$ cat src/q2e_sqrt_cell.sv
// One digit cell of the pipelined integer square root.
module q2e_sqrt_cell #(
	parameter int VW = 32,
	parameter int K  = 0
) (
	input  logic          clk,
	input  logic [VW-1:0] v_in,
	input  logic [VW-1:0] r_in,
	output logic [VW-1:0] v_q,
	output logic [VW-1:0] r_q
);

	localparam logic [VW-1:0] BIT = {{(VW-1){1'b0}}, 1'b1} << (2 * K);

	logic [VW-1:0] trial;

	assign trial = r_in + BIT;

	always_ff @(posedge clk) begin
		if (v_in >= trial) begin
			v_q <= v_in - trial;
			r_q <= (r_in >> 1) + BIT;
		end else begin
			v_q <= v_in;
			r_q <= r_in >> 1;
		end
	end

endmodule

$ cat config.mk
export PLATFORM = sky130hd
export DESIGN_NAME = q2e_sqrt_cell
export DESIGN_NICKNAME = d
export VERILOG_FILES = /design/src/q2e_sqrt_cell.sv
export SDC_FILE = /design/constraint.sdc
export NUM_CORES = 1
export LEC_CHECK = 0
export ABC_AREA = 1
export CAP_MARGIN = 15
export CELL_PAD_IN_SITES_DETAIL_PLACEMENT = 0
export CELL_PAD_IN_SITES_GLOBAL_PLACEMENT = 1
export CORE_MARGIN = 2
export CORE_UTILIZATION = 47
export DETAILED_ROUTE_END_ITERATION = 8
export DONT_BUFFER_PORTS = 1
export HOLD_SLACK_MARGIN = 0.05
export MAX_ROUTING_LAYER = met4
export PLACE_DENSITY = 0.91
export SLEW_MARGIN = 20
export SYNTH_ARGS = -nofsm -noshare
export SYNTH_HDL_FRONTEND = slang
export SYNTH_SLANG_ARGS = --single-unit
$ cat constraint.sdc
create_clock -name clk -period 6.4 [get_ports clk]
set_input_delay 0.96 -clock clk [delete_from_list [all_inputs] [get_ports clk]]
set_output_delay 0.96 -clock clk [all_outputs]
set_load 0.03 [all_outputs]
== Word-level counts from Yosys, hierarchy flattened ==
Cells that the tools add are included.
Word-level totals
  bits of input ports: 65
  memories: 0
  memory bits (writable): 0
  bits in latches: 0
  output and inout bits: 64
  ROM bits: 0
  logic and storage cells: 9
  register bits: 64
Operators by class
  equal/unequal tests: 0
  $lt $le $gt $ge: 1
  $mul: 0
  $add $sub $neg: 3
  reductions and logical operators: 0
  bitwise operators: 0
  div/mod/pow operators: 0
  multiplexer cells: 2
  shifts and indexed selects: 0
Operator list (count)
  adder 31 x 1 -> 32 bit (second input constant): 1
  adder 32 x 1 -> 32 bit (second input constant): 1
  greater-or-equal comparator 32 bit: 1
  2-to-1 mux 32 bit: 1
  subtractor 32 bit: 1
  2-to-1 mux 31 bit: 1

== Depth between registers and ports, before layout ==
  depth in word-level cells: 3
  depth in mapped cells: 22
  depth with buffers taken out: 22

== Least setup slack after synthesis ==
No wires, ideal clock.
  path kind: input to register
  start: in r_in[1]
  end: reg v_q[10]
  stages: 20
  path slack: 2833 ps
  library setup time: 112 ps
  buffers on the path: 2
  data arrival time: 3455 ps
  data required time: 6288 ps
  cells stage by stage: ha_1 -> nand3_2 -> nor2_4 -> inv_1 -> nor2_4 -> inv_1 -> nor2_1 -> nand2_1 -> xor2_1 -> ha_1 -> a21oi_1 -> nor2_1 -> o21ai_0 -> nand2_1 -> nor2_2 -> nand2_4 -> buf_8 -> buf_4 -> nand2_1 -> nand2_1
On the way
  word-level cells in the longest chain between the ends: 3
  elaborated cells on any way between the ends: 4
  classes of those cells: add/sub (2); order compare (1); mux (1)
RTL lines
  start: declaration: line 8  | input logic [VW-1:0] r_in,
  adder 32 x 1 -> 32 bit (*): line 17  | assign trial = r_in + BIT;
  subtractor 32 bit or greater-or-equal comparator 32 bit (tied branches): line 21, 20
  2-to-1 mux 32 bit (*): line 20  | if (v_in >= trial) begin
  end signal: assignment: line 21  | v_q <= v_in - trial;
  end signal: assignment: line 24  | v_q <= v_in;
  end: declaration: line 9  | output logic [VW-1:0] v_q,
Every way passes the cells marked *; elsewhere a longest branch is shown, timed or not.
A chain may end at the register's enable or synchronous reset.

== Final worst setup path ==
  start: in r_in[1]
  end: reg v_q[26]
The elaborated chain is that of the path after synthesis.

==> qor.txt <==
CTS tree -> yes
synth unique cells -> 31
Clk pin slew, worst setup/hold paths -> 0.05 ns
placed wire-length estimate -> 15.0 mm
routability cong. -> 1.08
gr ovfl total -> 0
dominant cell type by area after synthesis -> nand2_1
worst hold slack -> 0.721 ns
kind of critical path -> in -> reg
Die Height -> 116 µm
Finished Core Util -> 0.516
sequential share of the synthesized area -> 0.218
Worst VDD drop -> 128 µV
DR WL/cell -> 15.4 µm
PwrDens -> 233 nW/µm²
achievable frequency -> 0.220 GHz
Clock Sinks -> 64
TritonCTS Buffers -> 9
vias in the first global route -> 5545
setup bufs post-CTS -> 0
Net Sw Power -> 599 µW
Sw Share -> 0.410
nets@finish -> 1107
vias per cell -> 4.93
row cnt -> 40
Vias -> 5810
Hold Crit Endpoint -> v_q[2]
P_int -> 860 µW
Reg area -> 1280 µm²
Post-synth top cells -> nand2_1, inv_1, xor2_1, nor2_1, dfxtp_1
Seq cells post-synth -> 64
First-pass DRT Iterations -> 6
cell count after placement -> 1164
worst-margin pin slew -> 0.753 ns
core area -> 12100 µm²
crit-path leading delay family -> simple AND/OR/NAND/NOR gates
share of cells above drive strength 1 -> 0.0416
Period minus WS final -> 4.54 ns
Max-Cap Viols -> 0
nature of the critical path endpoint -> flip-flop
number of synthesized flops with an enable pin -> 0
ANT cells -> 0
Hold Path Depth -> 2
syn nets -> 1108
filler instances -> 1335
antenna viol nets, final -> 0
relative slew slack -> 0.494
ys flop type -> dfxtp_1
Synth area leaders -> nand2_1, dfxtp_1, inv_1, xor2_1, ha_1
H-tree levels -> 3
Seq pwr share -> 0.430
buffers added on ports -> 0
fin cells -> 1178
I/O pin total -> 129
Starting Density -> 0.486
average size of a mapped cell -> 5.84 µm²
outcome -> finished, final reports clean
HP Start -> v_in[2]
worst hold path type -> in -> reg
Hold Buf Count CTS -> 0
asr flop ratio synth -> 0
# setup viols final -> 0
Ys Warns -> 0
P&R area growth vs syn -> 6.10%
Slowest-stage cell, CP -> inv_2
startpoint type of the worst setup path -> input pin
Critical Path Most Common Cell -> nand2_1
most frequent cell after synthesis -> nand2_1
area of the multi-input gates -> 3830 µm²
clk root buf -> clkbuf_16
crit-path cells -> ha_1 -> nand3_2 -> nor2_4 -> inv_1 -> nor2_4 -> inv_1 -> nor2_1 -> nand2_1 -> xor2_1 -> ha_1 -> a21oi_1 -> nor2_1 -> o21ai_0 -> nand2_1 -> nor2_2 -> nand2_4 -> inv_2 -> nand2_1 -> nand2_1
Final period util -> 0.709
CP required -> 6.68 ns
Mapped Cells -> 1008
Starting DRT DRC Count -> 298
worst path bufs/invs -> 3
Final Max Tran Viols -> 0
final hold vios -> 0
WP data arrival -> 4.82 ns
RSZ-0062 raised after global routing -> no
largest net degree at the start of global routing -> 48
Global Route Usage Sum -> 0.290
Post-Syn Area -> 5890 µm²
Fin Setup TNS -> 0 ns
Clock power frac -> 0.311
# DRC -> 0
Die Area -> 13400 µm²
initial antenna violation count -> 0
slowest cell delay on critical path -> 0.62 ns
final wirelength -> 18.1 mm
clock buffer depth -> 2
post-cts sizing count -> 0
Lkg Pwr -> 3.43 nW
Logic pwr share -> 0.259
Critical Path Fanout Max -> 47
first-pass GRT wire length -> 28.3 mm
die outline width -> 116 µm
area share of the largest cell type after synthesis -> 0.263
==> kinds of logic (layout without fill, tap and decap cells) <==
kind of cell    after synthesis  after routing  share of synthesized area
buf+inv                     186            188                      0.131
compound gates               54             54                     0.0482
fa+ha+maj                    35             35                     0.0757
flops                        64             64                      0.218
xor+xnor                     69             69                      0.103
simple gates                600            600                      0.425
==> routing by layer <==
metal	track usage	part of all wire	up-vias
met5	-	0	-
met4	0.110	0.030	0
met3	0.0586	0.071	37
met2	0.457	0.45	206
met1	0.366	0.45	2505
li1	-	-	3062
==> power groups by stage <==
stage / clock network (mW) / logic (mW) / registers, mW
final: 0.454 / 0.377 / 0.627
after global routing: 0.476 / 0.435 / 0.634
after CTS: 0.461 / 0.376 / 0.629
after detailed placement: 0 / 0.374 / 0.636
after global placement: 0 / 0.373 / 0.637
after floorplan: 0 / 0.310 / 0.626
==> final cells by class <==
class | instances | area share
timing repair buffer | 1 | 0.00120
clock buffer | 11 | 0.0389
tap | 168 | 0.0337
sequential | 64 | 0.205
multi-input combinational | 758 | 0.614
inverter | 173 | 0.104
clock inverter | 3 | 0.00321
==> sequential cells by signal (all words and copies together) (netlist names) <==
signal,cells
r_q,32
v_q,32
==> placed cells by master (no fill, tap or decap), types with 4 or more instances in the layout <==
cell type	n
a21oi_1	18
and2_1	5
clkbuf_16	9
dfxtp_1	64
ha_1	34
inv_1	166
inv_2	5
nand2_1	413
nand2_2	4
nand3_1	53
nand3_2	4
nand3b_1	4
nand4_1	12
nor2_1	67
nor2_2	9
nor3_1	23
o21ai_1	28
o21bai_1	4
xor2_1	68
==> how the worst max path moves through the flow <==
| stage | start | end | slack (ns) | cells past startpoint |
|---|---|---|---|---|
| 6_report | r_in[1] | v_q[26] | 1.86 | 19 |
| 5_1_grt | r_in[1] | v_q[19] | 1.52 | 19 |
| 4_1_cts | r_in[1] | v_q[26] | 1.91 | 19 |
| 3_5_place_dp | r_in[1] | v_q[26] | 1.56 | 19 |
| 3_3_place_gp | r_in[1] | v_q[19] | 1.60 | 19 |
| 2_1_floorplan | r_in[1] | v_q[10] | 2.83 | 20 |
==> per-stage QoR <==
stage	cell area (µm²)	power, mW	worst slack [ns]
2_1_floorplan	5890	0.936	2.83
3_3_place_gp	5980	1.01	1.60
3_5_place_dp	5980	1.01	1.56
4_1_cts	6250	1.46	1.91
5_1_grt	6250	1.54	1.52
6_report	6250	1.46	1.86
Power figures use the tool's default switching activity.
